### config.mk
export PLATFORM = sky130hd
export DESIGN_NAME = markup_tag_to_control_code
export DESIGN_NICKNAME = d
export VERILOG_FILES = /design/src/rtl/mtcc_pkg.sv /design/src/rtl/markup_tag_to_control_code.sv /design/src/rtl/mtcc_match.sv /design/src/rtl/mtcc_front.sv /design/src/rtl/mtcc_back.sv
export SDC_FILE = /design/constraint.sdc
export NUM_CORES = 1
export LEC_CHECK = 0
export BUFFER_PORTS_ARGS = -buffer_cell sky130_fd_sc_hd__clkbuf_2
export CAP_MARGIN = 10
export CORE_ASPECT_RATIO = 0.8
export CORE_MARGIN = 2
export CORE_UTILIZATION = 57
export CTS_BUF_LIST = sky130_fd_sc_hd__clkbuf_4 sky130_fd_sc_hd__clkbuf_8
export DETAILED_ROUTE_END_ITERATION = 12
export PLACE_DENSITY = 0.79
export SYNTH_ARGS = -nofsm -noshare
export SYNTH_HDL_FRONTEND = slang
export SYNTH_HIERARCHICAL = 1
export SYNTH_SLANG_ARGS = --single-unit
### constraint.sdc
create_clock -name clk -period 23.3 [get_ports clk]
set_input_delay 0 -clock clk [delete_from_list [all_inputs] [get_ports clk]]
set_output_delay 0 -clock clk [all_outputs]
set_load 0.02 [all_outputs]
### src/rtl/mtcc_pkg.sv
// ----------------------------------------------------------------------------
// mtcc_pkg
// Shared types, constants and the tag table for the markup translator.
// ----------------------------------------------------------------------------
package mtcc_pkg;

    localparam int LIMIT_MAX_DEF = 1024;
    localparam int LOOKAHEAD_DEF = 12;
    localparam int LIMIT_W       = 11;
    localparam int CONS_W        = 16;
    localparam int PAT_MAX       = 12;
    localparam int TABLE_SIZE    = 40;
    localparam logic [LIMIT_W-1:0] LIMIT_RESET = 11'd1024;

    // One job for the back end: up to eight code bytes or a bare end marker.
    typedef struct packed {
        logic [63:0] code;
        logic [3:0]  clen;
        logic        fin;
        logic        trunc;
        logic [15:0] cons;
    } job_t;

    typedef struct packed {
        logic [PAT_MAX*8-1:0] pat;
        logic [3:0]           plen;
        logic [23:0]          code;
        logic [1:0]           clen;
    } tag_t;

    // Pack a pattern string, first character in the low byte.
    function automatic tag_t mk(input string s, input logic [23:0] c, input logic [1:0] n);
        tag_t t;
        t.pat = '0;
        for (int k = 0; k < PAT_MAX; k++)
        begin
            if (k < s.len())
            begin
                t.pat[k*8 +: 8] = s[k];
            end
        end
        t.plen = 4'(s.len());
        t.code = c;
        t.clen = n;
        return t;
    endfunction

    // Tag and entity table; code bytes in the low byte first.
    function automatic tag_t tag_entry(input logic [5:0] i);
        tag_t t;
        t = mk("", 24'h0, 2'd0);
        unique case (i)
            6'd0:  t = mk("<left>",     24'h00311e, 2'd2);
            6'd1:  t = mk("<br>",       24'h00000c, 2'd1);
            6'd2:  t = mk("<blink>",    24'h003107, 2'd2);
            6'd3:  t = mk("</blink>",   24'h003007, 2'd2);
            6'd4:  t = mk("<small>",    24'h00311a, 2'd2);
            6'd5:  t = mk("<normal>",   24'h00331a, 2'd2);
            6'd6:  t = mk("<wide>",     24'h31301d, 2'd3);
            6'd7:  t = mk("</wide>",    24'h30301d, 2'd3);
            6'd8:  t = mk("<dblwide>",  24'h31311d, 2'd3);
            6'd9:  t = mk("</dblwide>", 24'h30311d, 2'd3);
            6'd10: t = mk("<serif>",    24'h31351d, 2'd3);
            6'd11: t = mk("</serif>",   24'h30351d, 2'd3);
            6'd12: t = mk("<shadow>",   24'h31371d, 2'd3);
            6'd13: t = mk("</shadow>",  24'h30371d, 2'd3);
            6'd14: t = mk("&uparrow;",  24'h0000c4, 2'd1);
            6'd15: t = mk("&downarrow;", 24'h0000c5, 2'd1);
            6'd16: t = mk("&leftarrow;", 24'h0000c6, 2'd1);
            6'd17: t = mk("&rightarrow;", 24'h0000c7, 2'd1);
            6'd18: t = mk("&cent;",     24'h00009b, 2'd1);
            6'd19: t = mk("&gbp;",      24'h00009c, 2'd1);
            6'd20: t = mk("&yen;",      24'h00009d, 2'd1);
            6'd21: t = mk("&euro;",     24'h0000c2, 2'd1);
            6'd22: t = mk("&pacman;",   24'h0000c8, 2'd1);
            6'd23: t = mk("&boat;",     24'h0000c9, 2'd1);
            6'd24: t = mk("&ball;",     24'h0000ca, 2'd1);
            6'd25: t = mk("&phone;",    24'h0000cb, 2'd1);
            6'd26: t = mk("&heart;",    24'h0000cc, 2'd1);
            6'd27: t = mk("&car;",      24'h0000cd, 2'd1);
            6'd28: t = mk("&handicap;", 24'h0000ce, 2'd1);
            6'd29: t = mk("&rhino;",    24'h0000cf, 2'd1);
            6'd30: t = mk("&mug;",      24'h0000d0, 2'd1);
            6'd31: t = mk("&satdish;",  24'h0000d1, 2'd1);
            6'd32: t = mk("&copy;",     24'h0000d2, 2'd1);
            6'd33: t = mk("&female;",   24'h0000d3, 2'd1);
            6'd34: t = mk("&male;",     24'h0000d4, 2'd1);
            6'd35: t = mk("&bottle;",   24'h0000d5, 2'd1);
            6'd36: t = mk("&disk;",     24'h0000d6, 2'd1);
            6'd37: t = mk("&printer;",  24'h0000d7, 2'd1);
            6'd38: t = mk("&note;",     24'h0000d8, 2'd1);
            6'd39: t = mk("&infinity;", 24'h0000d9, 2'd1);
            default: t = mk("", 24'h0, 2'd0);
        endcase
        return t;
    endfunction

    // Colour digit '0'..'3' to its code character.
    function automatic logic [7:0] hexmap(input logic [7:0] d);
        logic [7:0] r;
        unique case (d[1:0])
            2'd0: r = "0";
            2'd1: r = "4";
            2'd2: r = "8";
            default: r = "C";
        endcase
        return r;
    endfunction

endpackage

### src/rtl/markup_tag_to_control_code.sv
// ----------------------------------------------------------------------------
// markup_tag_to_control_code
// Translates markup text into sign control bytes.
// ----------------------------------------------------------------------------
// An input item is accepted whenever the front end has no window decision to
// make and no end marker to send. Bytes that belong to an open tag are taken
// one per cycle until the twelve-byte window is full. Every other byte is
// decided before the next item is taken, and full is high until then. Each
// decision (one plain byte or one whole tag) becomes at most one job in a
// two-entry queue. The back end delivers one result byte per cycle while pop
// is high, so a colour tag of ten input bytes yields eight results, and the
// front end stalls only while both queue entries are taken. After an
// end-of-string item the remaining window decisions are made, then the end
// marker is sent. The user must write the limit register through
// cfg_valid/cfg_ready only while the block is idle; the block does not enforce this.
module markup_tag_to_control_code
    import mtcc_pkg::*;
#(
    parameter int LIMIT_MAX = LIMIT_MAX_DEF,
    parameter int LOOKAHEAD = LOOKAHEAD_DEF
)
(
    input  logic               clk,
    input  logic               rst_n,
    input  logic               push,
    output logic               full,
    input  logic [7:0]         text_byte,
    input  logic               byte_present,
    input  logic               end_of_string,
    output logic               empty,
    input  logic               pop,
    output logic [7:0]         code_byte,
    output logic               code_valid,
    output logic               final_result,
    output logic               truncated,
    output logic [15:0]        bytes_consumed,
    input  logic               cfg_valid,
    output logic               cfg_ready,
    input  logic [LIMIT_W-1:0] cfg_data
);

    logic [LIMIT_W-1:0] limit_reg;
    logic jv, jr;
    job_t jb;

    // Limit register.
    assign cfg_ready = 1'b1;
    always_ff @(posedge clk or negedge rst_n)
    begin
        if (!rst_n)
        begin
            limit_reg <= LIMIT_RESET;
        end
        else if (cfg_valid)
        begin
            limit_reg <= cfg_data;
        end
    end

    mtcc_front #(.LIMIT_MAX(LIMIT_MAX), .LOOKAHEAD(LOOKAHEAD)) u_front (
        .clk, .rst_n, .push, .full, .text_byte, .byte_present, .end_of_string,
        .limit(limit_reg), .job_valid(jv), .job_ready(jr), .job(jb)
    );

    mtcc_back u_back (
        .clk, .rst_n, .job_valid(jv), .job_ready(jr), .job(jb), .empty, .pop,
        .code_byte, .code_valid, .final_result, .truncated, .bytes_consumed
    );

endmodule

### src/rtl/mtcc_match.sv
// ----------------------------------------------------------------------------
// mtcc_match
// Combinational matcher for the tag, colour and speed patterns at the head of
// the lookahead window.
// ----------------------------------------------------------------------------
module mtcc_match
    import mtcc_pkg::*;
#(
    parameter int LOOKAHEAD = LOOKAHEAD_DEF
)
(
    input  logic [LOOKAHEAD*8-1:0]     win,
    input  logic [$clog2(LOOKAHEAD+1)-1:0] fill,
    output logic                       hit,
    output logic [3:0]                 used,
    output logic [63:0]                code,
    output logic [3:0]                 clen
);

    logic [PAT_MAX*8-1:0] w;
    tag_t t;
    logic ok;

    // Entries at or past the fill level read as zero.
    always_comb
    begin
        w = '0;
        for (int k = 0; k < PAT_MAX; k++)
        begin
            if (k < LOOKAHEAD && k < 32'(fill))
            begin
                w[k*8 +: 8] = win[k*8 +: 8];
            end
        end
    end

    function automatic logic cdig(input logic [7:0] d);
        return d >= "0" && d <= "3";
    endfunction

    // Table first, in order, then colour, scolour and speed.
    always_comb
    begin
        hit  = 1'b0;
        used = '0;
        code = '0;
        clen = '0;
        for (int i = TABLE_SIZE - 1; i >= 0; i--)
        begin
            t  = tag_entry(6'(i));
            ok = 1'b1;
            for (int k = 0; k < PAT_MAX; k++)
            begin
                if (k < 32'(t.plen) && w[k*8 +: 8] != t.pat[k*8 +: 8])
                begin
                    ok = 1'b0;
                end
            end
            if (ok)
            begin
                hit  = 1'b1;
                used = t.plen;
                code = {40'd0, t.code};
                clen = {2'd0, t.clen};
            end
        end
        if (!hit)
        begin
            if (w[47:0] == {"roloc", "<"} && cdig(w[55:48]) && cdig(w[63:56])
                && cdig(w[71:64]) && w[79:72] == ">")
            begin
                hit  = 1'b1;
                used = 4'd10;
                clen = 4'd8;
                code = {"0", hexmap(w[71:64]), "0", hexmap(w[63:56]),
                        "0", hexmap(w[55:48]), "Z", 8'h1c};
            end
            else if (w[55:0] == {"roloc", "s<"} && cdig(w[63:56])
                && cdig(w[71:64]) && cdig(w[79:72]) && w[87:80] == ">")
            begin
                hit  = 1'b1;
                used = 4'd11;
                clen = 4'd8;
                code = {"0", hexmap(w[79:72]), "0", hexmap(w[71:64]),
                        "0", hexmap(w[63:56]), "Y", 8'h1c};
            end
            else if (w[47:0] == {"deeps", "<"} && w[63:56] == ">"
                && w[55:48] >= "1" && w[55:48] <= "6")
            begin
                hit  = 1'b1;
                used = 4'd8;
                clen = 4'd1;
                code = (w[55:48] == "6") ? 64'h09 : {56'd0, w[55:48] - 8'h1c};
            end
        end
    end

endmodule

### src/rtl/mtcc_front.sv
// ----------------------------------------------------------------------------
// mtcc_front
// Front end: buffers bytes in the lookahead window, classifies the head and
// turns each decision into at most one job for the back end.
// ----------------------------------------------------------------------------
module mtcc_front
    import mtcc_pkg::*;
#(
    parameter int LIMIT_MAX = LIMIT_MAX_DEF,
    parameter int LOOKAHEAD = LOOKAHEAD_DEF
)
(
    input  logic               clk,
    input  logic               rst_n,
    input  logic               push,
    output logic               full,
    input  logic [7:0]         text_byte,
    input  logic               byte_present,
    input  logic               end_of_string,
    input  logic [LIMIT_W-1:0] limit,
    output logic               job_valid,
    input  logic               job_ready,
    output job_t               job
);

    localparam int FW = $clog2(LOOKAHEAD + 1);
    localparam int OW = $clog2(LIMIT_MAX + 9);

    logic [7:0]     win_reg [LOOKAHEAD];
    logic [7:0]     win_next [LOOKAHEAD];
    logic [FW-1:0]  fill_reg, fill_next;
    logic [OW-1:0]  ocnt_reg, ocnt_next;
    logic [CONS_W-1:0] cons_reg, cons_next;
    logic           stop_reg, stop_next;
    logic           endp_reg, endp_next;   // end marker waiting to be sent
    logic           busy;
    logic [LOOKAHEAD*8-1:0] wflat;
    logic           m_hit;
    logic [3:0]     m_used, m_clen;
    logic [63:0]    m_code;
    logic [OW-1:0]  lim;
    logic           head_tag, decide, acc;
    logic [3:0]     shift_n;
    logic [4:0]     add_n;
    logic [CONS_W:0] cons_sum;

    // Effective limit, clamped to the build maximum.
    assign lim = (32'(limit) > LIMIT_MAX) ? OW'(LIMIT_MAX) : OW'(limit);

    always_comb
    begin
        for (int k = 0; k < LOOKAHEAD; k++)
        begin
            wflat[k*8 +: 8] = win_reg[k];
        end
    end

    mtcc_match #(.LOOKAHEAD(LOOKAHEAD)) u_match (
        .win  (wflat),
        .fill (fill_reg),
        .hit  (m_hit),
        .used (m_used),
        .code (m_code),
        .clen (m_clen)
    );

    // The front is busy while the window head can still be decided or the end marker waits.
    assign head_tag = win_reg[0] == "<" || win_reg[0] == "&";
    assign decide   = fill_reg != '0 && !stop_reg
                      && (!head_tag || fill_reg == FW'(LOOKAHEAD) || endp_reg);
    assign busy     = decide || endp_reg;
    assign full     = busy;
    assign acc      = push && !full;

    // One step per cycle, held while the back-end queue is full: decide the head, or send the end marker.
    always_comb
    begin
        for (int k = 0; k < LOOKAHEAD; k++)
        begin
            win_next[k] = win_reg[k];
        end
        fill_next = fill_reg;
        ocnt_next = ocnt_reg;
        cons_next = cons_reg;
        stop_next = stop_reg;
        endp_next = endp_reg;
        job_valid = 1'b0;
        job       = '0;
        shift_n   = '0;
        add_n     = '0;
        if (decide)
        begin
            if (ocnt_reg >= lim)
            begin
                stop_next = 1'b1;
                fill_next = '0;
            end
            else if (head_tag && m_hit)
            begin
                if (ocnt_reg + OW'(m_clen) > lim)
                begin
                    stop_next = 1'b1;
                    fill_next = '0;
                end
                else
                begin
                    job_valid = 1'b1;
                    job.code  = m_code;
                    job.clen  = m_clen;
                    if (job_ready)
                    begin
                        shift_n = m_used;
                        add_n   = {1'b0, m_clen};
                    end
                end
            end
            else
            begin
                job.code = {56'd0, (win_reg[0] == 8'h0a || win_reg[0] == 8'h09)
                            ? 8'h20 : win_reg[0]};
                job.clen = (win_reg[0] < 8'h20 && win_reg[0] != 8'h0a
                            && win_reg[0] != 8'h09) ? 4'd0 : 4'd1;
                job_valid = job.clen != '0;
                if (job_ready || job.clen == '0)
                begin
                    shift_n = 4'd1;
                    add_n   = {1'b0, job.clen};
                end
            end
        end
        else if (endp_reg)
        begin
            job_valid = 1'b1;
            job.fin   = 1'b1;
            job.trunc = stop_reg;
            job.cons  = cons_reg;
            if (job_ready)
            begin
                endp_next = 1'b0;
                fill_next = '0;
                ocnt_next = '0;
                cons_next = '0;
                stop_next = 1'b0;
            end
        end
        // Retire the consumed head bytes.
        if (shift_n != '0)
        begin
            for (int k = 0; k < LOOKAHEAD; k++)
            begin
                win_next[k] = (k + 32'(shift_n) < LOOKAHEAD)
                              ? win_reg[k + 32'(shift_n)] : win_reg[k];
            end
            fill_next = (FW'(shift_n) >= fill_reg) ? '0 : fill_reg - FW'(shift_n);
            ocnt_next = ocnt_reg + OW'(add_n);
            cons_sum  = {1'b0, cons_reg} + (CONS_W+1)'(shift_n);
            cons_next = cons_sum[CONS_W] ? '1 : cons_sum[CONS_W-1:0];
        end
        else
        begin
            cons_sum = '0;
        end
        // Take a new item while idle.
        if (acc)
        begin
            if (byte_present && !stop_reg && fill_reg < FW'(LOOKAHEAD))
            begin
                win_next[fill_reg[$clog2(LOOKAHEAD)-1:0]] = text_byte;
                fill_next = fill_reg + 1'b1;
            end
            endp_next = end_of_string;
        end
    end

    // Window contents carry no reset.
    always_ff @(posedge clk)
    begin
        for (int k = 0; k < LOOKAHEAD; k++)
        begin
            win_reg[k] <= win_next[k];
        end
    end

    always_ff @(posedge clk or negedge rst_n)
    begin
        if (!rst_n)
        begin
            fill_reg <= '0;
            ocnt_reg <= '0;
            cons_reg <= '0;
            stop_reg <= 1'b0;
            endp_reg <= 1'b0;
        end
        else
        begin
            fill_reg <= fill_next;
            ocnt_reg <= ocnt_next;
            cons_reg <= cons_next;
            stop_reg <= stop_next;
            endp_reg <= endp_next;
        end
    end

endmodule

### src/rtl/mtcc_back.sv
// ----------------------------------------------------------------------------
// mtcc_back
// Back end: a two-entry job queue, then serialization of each job into
// result bytes on a queue-style output.
// ----------------------------------------------------------------------------
module mtcc_back
    import mtcc_pkg::*;
(
    input  logic        clk,
    input  logic        rst_n,
    input  logic        job_valid,
    output logic        job_ready,
    input  job_t        job,
    output logic        empty,
    input  logic        pop,
    output logic [7:0]  code_byte,
    output logic        code_valid,
    output logic        final_result,
    output logic        truncated,
    output logic [15:0] bytes_consumed
);

    job_t       q_reg [2];
    logic       wp_reg, rp_reg;
    logic [1:0] cnt_reg;
    logic [2:0] idx_reg, idx_next;
    job_t       head;
    logic       wr, done;

    assign job_ready = cnt_reg != 2'd2;
    assign wr        = job_valid && job_ready;
    assign head      = q_reg[rp_reg];
    assign empty     = cnt_reg == 2'd0;

    // Present one byte of the head job at a time.
    assign code_byte      = head.fin ? 8'h00 : head.code[idx_reg*8 +: 8];
    assign code_valid     = !head.fin;
    assign final_result   = head.fin;
    assign truncated      = head.fin && head.trunc;
    assign bytes_consumed = head.fin ? head.cons : 16'd0;

    assign done     = pop && !empty && (head.fin || {1'b0, idx_reg} + 4'd1 == head.clen);
    assign idx_next = done ? 3'd0 : (pop && !empty) ? idx_reg + 3'd1 : idx_reg;

    // Queue storage holds payload only.
    always_ff @(posedge clk)
    begin
        if (wr)
        begin
            q_reg[wp_reg] <= job;
        end
    end

    always_ff @(posedge clk or negedge rst_n)
    begin
        if (!rst_n)
        begin
            wp_reg  <= 1'b0;
            rp_reg  <= 1'b0;
            cnt_reg <= '0;
            idx_reg <= '0;
        end
        else
        begin
            if (wr)
            begin
                wp_reg <= !wp_reg;
            end
            if (done)
            begin
                rp_reg <= !rp_reg;
            end
            cnt_reg <= cnt_reg + {1'b0, wr} - {1'b0, done};
            idx_reg <= idx_next;
        end
    end

endmodule

# Word level (Yosys, flattened, before mapping)
# Memory sizes are Yosys's and may differ from the RTL's.
# Cells that the tools add are included.
# totals
ff_bits	51
mem_count	2
output_inout_bits	30
in_bits	26
wordCells	797
mem_bits_rw	268
# mem_list
name	depth	word_bits	rd	rd_clocked_by_memory_dff	write_ports	line_no	source
u_back.q_reg	2	86	1	0	1	mtcc_back.sv:23	job_t q_reg [2];
u_front.win_reg	12	8	24	0	12	mtcc_front.sv:29	logic [7:0] win_reg [LOOKAHEAD];
# op_classes
add_sub_neg	21
eq_ne	149
muxes	513
reduce_logical	58
n_bitwise	1
shifts	1
order_cmp	42
# op_table
op	count
64-bit two-way mux	38
8-bit by 7-bit != test with 1-bit output, second input constant	104
4-bit two-way mux	99
32-bit by 4-bit < comparator with 1-bit output, second input constant	11
1-bit two-way mux	310
96-bit two-way mux	3
68-bit two-way mux	4
8-bit two-way mux	34
8-bit by 6-bit != test with 1-bit output, second input constant	17
96-bit bitwise mux	1
48-bit by 47-bit == test with 1-bit output, second input constant	2
16-bit two-way mux	6
7-bit case mux with 3 select lines	4
64-bit by 7-bit indexed part select with 8-bit output	1
56-bit by 55-bit == test with 1-bit output, second input constant	1
11-bit two-way mux	5
8-bit by 6-bit == test with 1-bit output, second input constant	6
8-bit by 6-bit >= comparator with 1-bit output, second input constant	5
8-bit by 6-bit <= comparator with 1-bit output, second input constant	5
18-bit two-way mux	2
8-bit demux with 4-bit select	1
1-bit logical AND	28
3-bit by 4-bit adder with 5-bit output, first input constant	4
4-bit by 4-bit adder with 5-bit output, first input constant	4
43 further kinds	90

# Logic depth before layout (Yosys ltp)
# logic_depth
ltp_word	70
ltp_mapped	42
mapped_depth_nobuf	35

# Modules after synthesis
# The synthesis kept the hierarchy.
# by_module_without_submodules
mod	n_inst	cells_each	area_each_um2	seq_area_each_um2
mtcc_front	1	1429	12275.5	2747.6
mtcc_back	1	313	6880.3	5340.1
mtcc_match	1	625	4093.9	0.0
markup_tag_to_control_code	1	25	460.4	276.5

# Worst setup path after synthesis
# OpenSTA, ideal clock, no wires.
# synth_path
path_type	register -> register
startpoint	reg u_front.fill_reg[2]
endpoint	mem u_back/q_reg[0][0] (netlist name), enable pin
stages_incl_launch_ff	31
period_less_slack_ns	10.557
setup_time_ns	0.531
arrival_time_ns	10.026
t_required_ns	22.769
n_path_buf	3
slack_ns	12.743
cell_sequence	dfrtp_1 -> buf_4 -> buf_4 -> a31o_2 -> clkbuf_1 -> nand2_1 -> inv_1 -> ha_1 -> and3b_1 -> nand4_1 -> or4_2 -> or3b_4 -> a2111oi_4 -> nand3_2 -> or3_1 -> ha_1 -> fa_1 -> a21o_1 -> a21oi_1 -> nor3_1 -> nand3_1 -> xnor2_1 -> ha_1 -> and3_1 -> a221oi_1 -> or4b_1 -> nand2_1 -> o21ai_1 -> o21bai_1 -> nand2_1 -> nor2_1
# synth_between
elab_chain_len	66
elab_cells_between_ends	521
cone_classes	add/sub (1); order compare (23); eq/ne (128); mux (347); reduce/logical (22)
# synth_lines
element	line_no	source
from (decl)	mtcc_front.sv:31	logic [FW-1:0] fill_reg, fill_next;
from (signal assigned)	mtcc_front.sv:196	fill_reg <= fill_next;
1-bit by 4-bit < comparator with 1-bit output	mtcc_match.sv:30	if (k < LOOKAHEAD && k < 32'(fill))
8-bit two-way mux	mtcc_match.sv:30	
8-bit by 6-bit != test with 1-bit output	mtcc_match.sv:54	if (k < 32'(t.plen) && w[k*8 +: 8] != t.pat[k*8 +: 8])
1-bit two-way mux (10 in series)	mtcc_match.sv:54	
1-bit two-way mux (6 in series)	mtcc_match.sv:59	if (ok)
4-bit two-way mux (34 in series)	mtcc_match.sv:59	
4-bit two-way mux	mtcc_match.sv:87	else if (w[47:0] == {"deeps", "<"} && w[63:56] == ">"
4-bit two-way mux	mtcc_match.sv:78	else if (w[55:0] == {"roloc", "s<"} && cdig(w[63:56])
(+2 left out)	n/a	
net u_front.m_clen[0]	mtcc_front.sv:39	logic [3:0] m_used, m_clen;
(+2 left out)	n/a	
1-bit two-way mux (*)	mtcc_front.sv:100	if (ocnt_reg + OW'(m_clen) > lim)
1-bit two-way mux (*)	mtcc_front.sv:98	else if (head_tag && m_hit)
1-bit two-way mux (*)	mtcc_front.sv:93	if (ocnt_reg >= lim)
1-bit two-way mux (*)	mtcc_front.sv:91	if (decide)
net jv	markup_tag_to_control_code.sv:43	logic jv, jr;
1-bit logical AND (*)	mtcc_back.sv:31	assign wr = job_valid && job_ready;
1-bit two-way mux (*)	mtcc_back.sv:48	if (wr)
1-bit two-way mux (not written as such) (*)	mtcc_back.sv:50	q_reg[wp_reg] <= job;
to (decl)	mtcc_back.sv:23	
# The timed path passes the listed nets; every way through them passes the cells marked *.

==> flow_metrics.tcl <==
set metrics [dict create \
    outcome "finished with violations" \
    violations "max-capacitance violations, max-slew violations" \
    die_y_um 186 \
    slowest_stage "clkinv_2" \
    synthArstFlopShare_pct 16.0 \
    dr_total_vias 23000 \
    cts_tree "yes" \
    fin_skew_ns 0.0700 \
    syn-cell-area_mm2 0.0237 \
    start_util_pct 58.0 \
    cp_max_fo 57 \
    power.share.clock_pct 13.5 \
    rows 66 \
    cts_sinks 319 \
    antenna_found_initial 2 \
    ir_drop_mv 0.128 \
    cap_violations 1 \
    tns_ns 0 \
    yosysWarnings 6 \
    yosys_most_used_dff "edfxtp_1" \
    grt_overflow 0 \
    cts_resized 0 \
    pre_cts_ws_ns 11.13 \
    grt_usage_pct 45.5 \
    synth_top_area_share_pct 21.8 \
    hpwl_mm 73.0 \
    yosys.area.top_type "edfxtp_1" \
    crit_path_start "u_front/fill_reg[1]" \
    die_area_mm2 0.0433 \
    cellLeakagePower_nw 9.47 \
    crit_end "u_front/win_reg[5][0]" \
    drc 0 \
    final_nets 2511 \
    ant_nets 0 \
    worstRegToRegCells 35 \
    syn_to_final_growth_pct 7.45 \
    worstSkewPairLatency_ns 0.67 \
    sequentialPowerShare_pct 32.0 \
    switching_power_mw 1.84 \
    synth_cells 2392 \
    fin_crit_sh_pct 54.2 \
    synth-edff-count 172 \
    worst_ep_arrival_time_ns 13.20 \
    setup_violations 0 \
    wl_per_cell_um 33.1 \
    ys_types 104 \
    critPathKind "flip-flop to flip-flop" \
    synth_area_leaders "edfxtp_1, mux4_2, dfxtp_1" \
    die_x_um 232 \
    cts_max_path_buffers 3 \
    rsz0062_at_grt "false" \
    drt_first_iter_violations 4178 \
    power.internal_mw 1.90 \
    power_frac_comb_pct 54.5 \
    reg2reg_from "u_front/fill_reg[1]" \
    final_layout_size_suffix_gt1_share_pct 16.5 \
    grt_max_degree 71 \
    p_sw_share_pct 49.3 \
    hold_violations 0 \
    cts-buffers-inserted 52 \
    cts-root-buf "clkbuf_8" \
    max_stage_delay_ns 1.09 \
    required_ns 23.88 \
    crit_top_cell "ha_1" \
    slew_headroom_pct -1.17 \
    r2r-end "u_front/win_reg[5][0]" \
    grt_pass1_wl_mm 145 \
    core_mm2 0.0409 \
    vias_per_cell 7.66 \
    grt_pass1_vias 21800 \
    worstMarginPinSlew_ns 1.51 \
    rrSetupSlack_ns 10.68 \
    synth-seq-cells 319 \
    detail_route.first_pass.iterations 9 \
    drt_wl_total_mm 99.5 \
    numPortBuffers 54 \
    fin_crit_ns 12.62 \
    ys_seq_area_share_pct 35.3 \
    path_clk_slew_ns 0.06 \
    p_per_area_mw_per_mm2 147 \
    slew_violations 9 \
    startpoint_type "flip-flop" \
    largest_reg_flops 172 \
    crit_path_end_kind "flip-flop" \
    hp-class "primary input to asynchronous set/reset pin" \
    timing.final.ws_setup_ns 10.68 \
    gp_congestion 1.13 \
    max_freq_mhz 79.2 \
    htreeDepth 2 \
    ios 56 \
    most-common-layout-cells "nand2_1, edfxtp_1, nor2_1, mux2i_1, mux4_2" \
    avgSynthCellArea_um2 9.91 \
    final_common_cell "nand2_1" \
]
[worst max-delay path, delay by kind of cell, from the launching register on]
| family | cells | cell delay (ns) |
|---|---|---|
| xor+xnor | 1 | 0.16 |
| buf+inv | 4 | 2.25 |
| compound gates | 7 | 1.72 |
| flops | 1 | 0.92 |
| simple gates | 18 | 5.56 |
| fa+ha+maj | 5 | 1.86 |
[repair_timing]
action,in CTS,in global routing
hold endpoints to repair,158,0
buffers inserted,0,0
hold buffers,34,0
[cells by family after synthesis]
family / share of synthesized area (%)
DFF: 35.3
buffers and inverters: 5.09
AOI/OAI and AO/OA: 13.6
other: 0.0317
and+or+nand+nor: 24.4
muxes: 16.7
xor gates and xnor gates: 1.38
adders and majority gates: 3.50
[area by class of cell]
type                    count  area, um2
fillers                  3308      15400
multi-input cells        1861      14300
flip-flops and latches    319       8370
clock buffers              76        921
repair buffers            126        892
well taps                 544        681
inverters                  61        230
clock inverters            17        118
diodes                      2       5.00
[power groups by stage]
stage                     Clock (mW)  Sequential [mW]  Combinational (mW)
after global routing           0.532             1.18                2.14
after CTS                      0.506             1.15                1.96
after detailed placement           0             1.16                1.94
after global placement             0             1.14                1.91
after floorplan                    0            0.993                1.44
final                          0.506             1.20                2.04
[cells in the mapped netlist, types with 40 or more instances]
cell type and number:
ha_1 60, clkbuf_1 69, dfrtp_1 50, nor2_1 154, edfxtp_1 172, nand2_1 192, o211ai_1 56, and2_1 99
dfxtp_1 96, and3_1 51, nand3_1 77, nor3_1 79, nor4_1 43, o21ai_0 68, mux2i_1 110, inv_1 57
buf_4 50, a21oi_1 77, nand4_1 59, mux4_2 104, nand2b_1 40
[per-layer routing]
layer | wire [um] | GRT usage, % | vias to the layer above
met5 | 0 | 0 | -
met4 | 5230 | 18.3 | 0
met3 | 17100 | 20.6 | 447
met2 | 40100 | 62.5 | 2127
met1 | 37100 | 62.1 | 11100
li1 | - | - | 9313
[per-stage QoR]
step	hold WS, ns	power [mW]	instances	instance area, um2	util (%)
floorplan	-0.296	2.43	2415	23800	-
global placement	0.151	3.05	2876	24100	58.9
detailed placement	0.159	3.10	2876	24100	58.9
CTS	0.0120	3.61	3003	25500	62.3
global route	0.114	3.85	3004	25500	62.3
finish	0.0589	3.74	3006	25500	62.3
[worst min path at each step]
stage / endpoint / slack [ns] / cells after the start
CTS: u_front/stop_reg / 0.01 / 3
global route: u_front/cons_reg[11] / 0.11 / 3
global placement: u_front/cons_reg[8] / 0.15 / 2
finish: u_front/stop_reg / 0.06 / 3
floorplan: limit_reg[0] / -0.30 / 0
detailed placement: u_front/cons_reg[13] / 0.16 / 2
No activity file was read; power rests on OpenSTA's default activity.
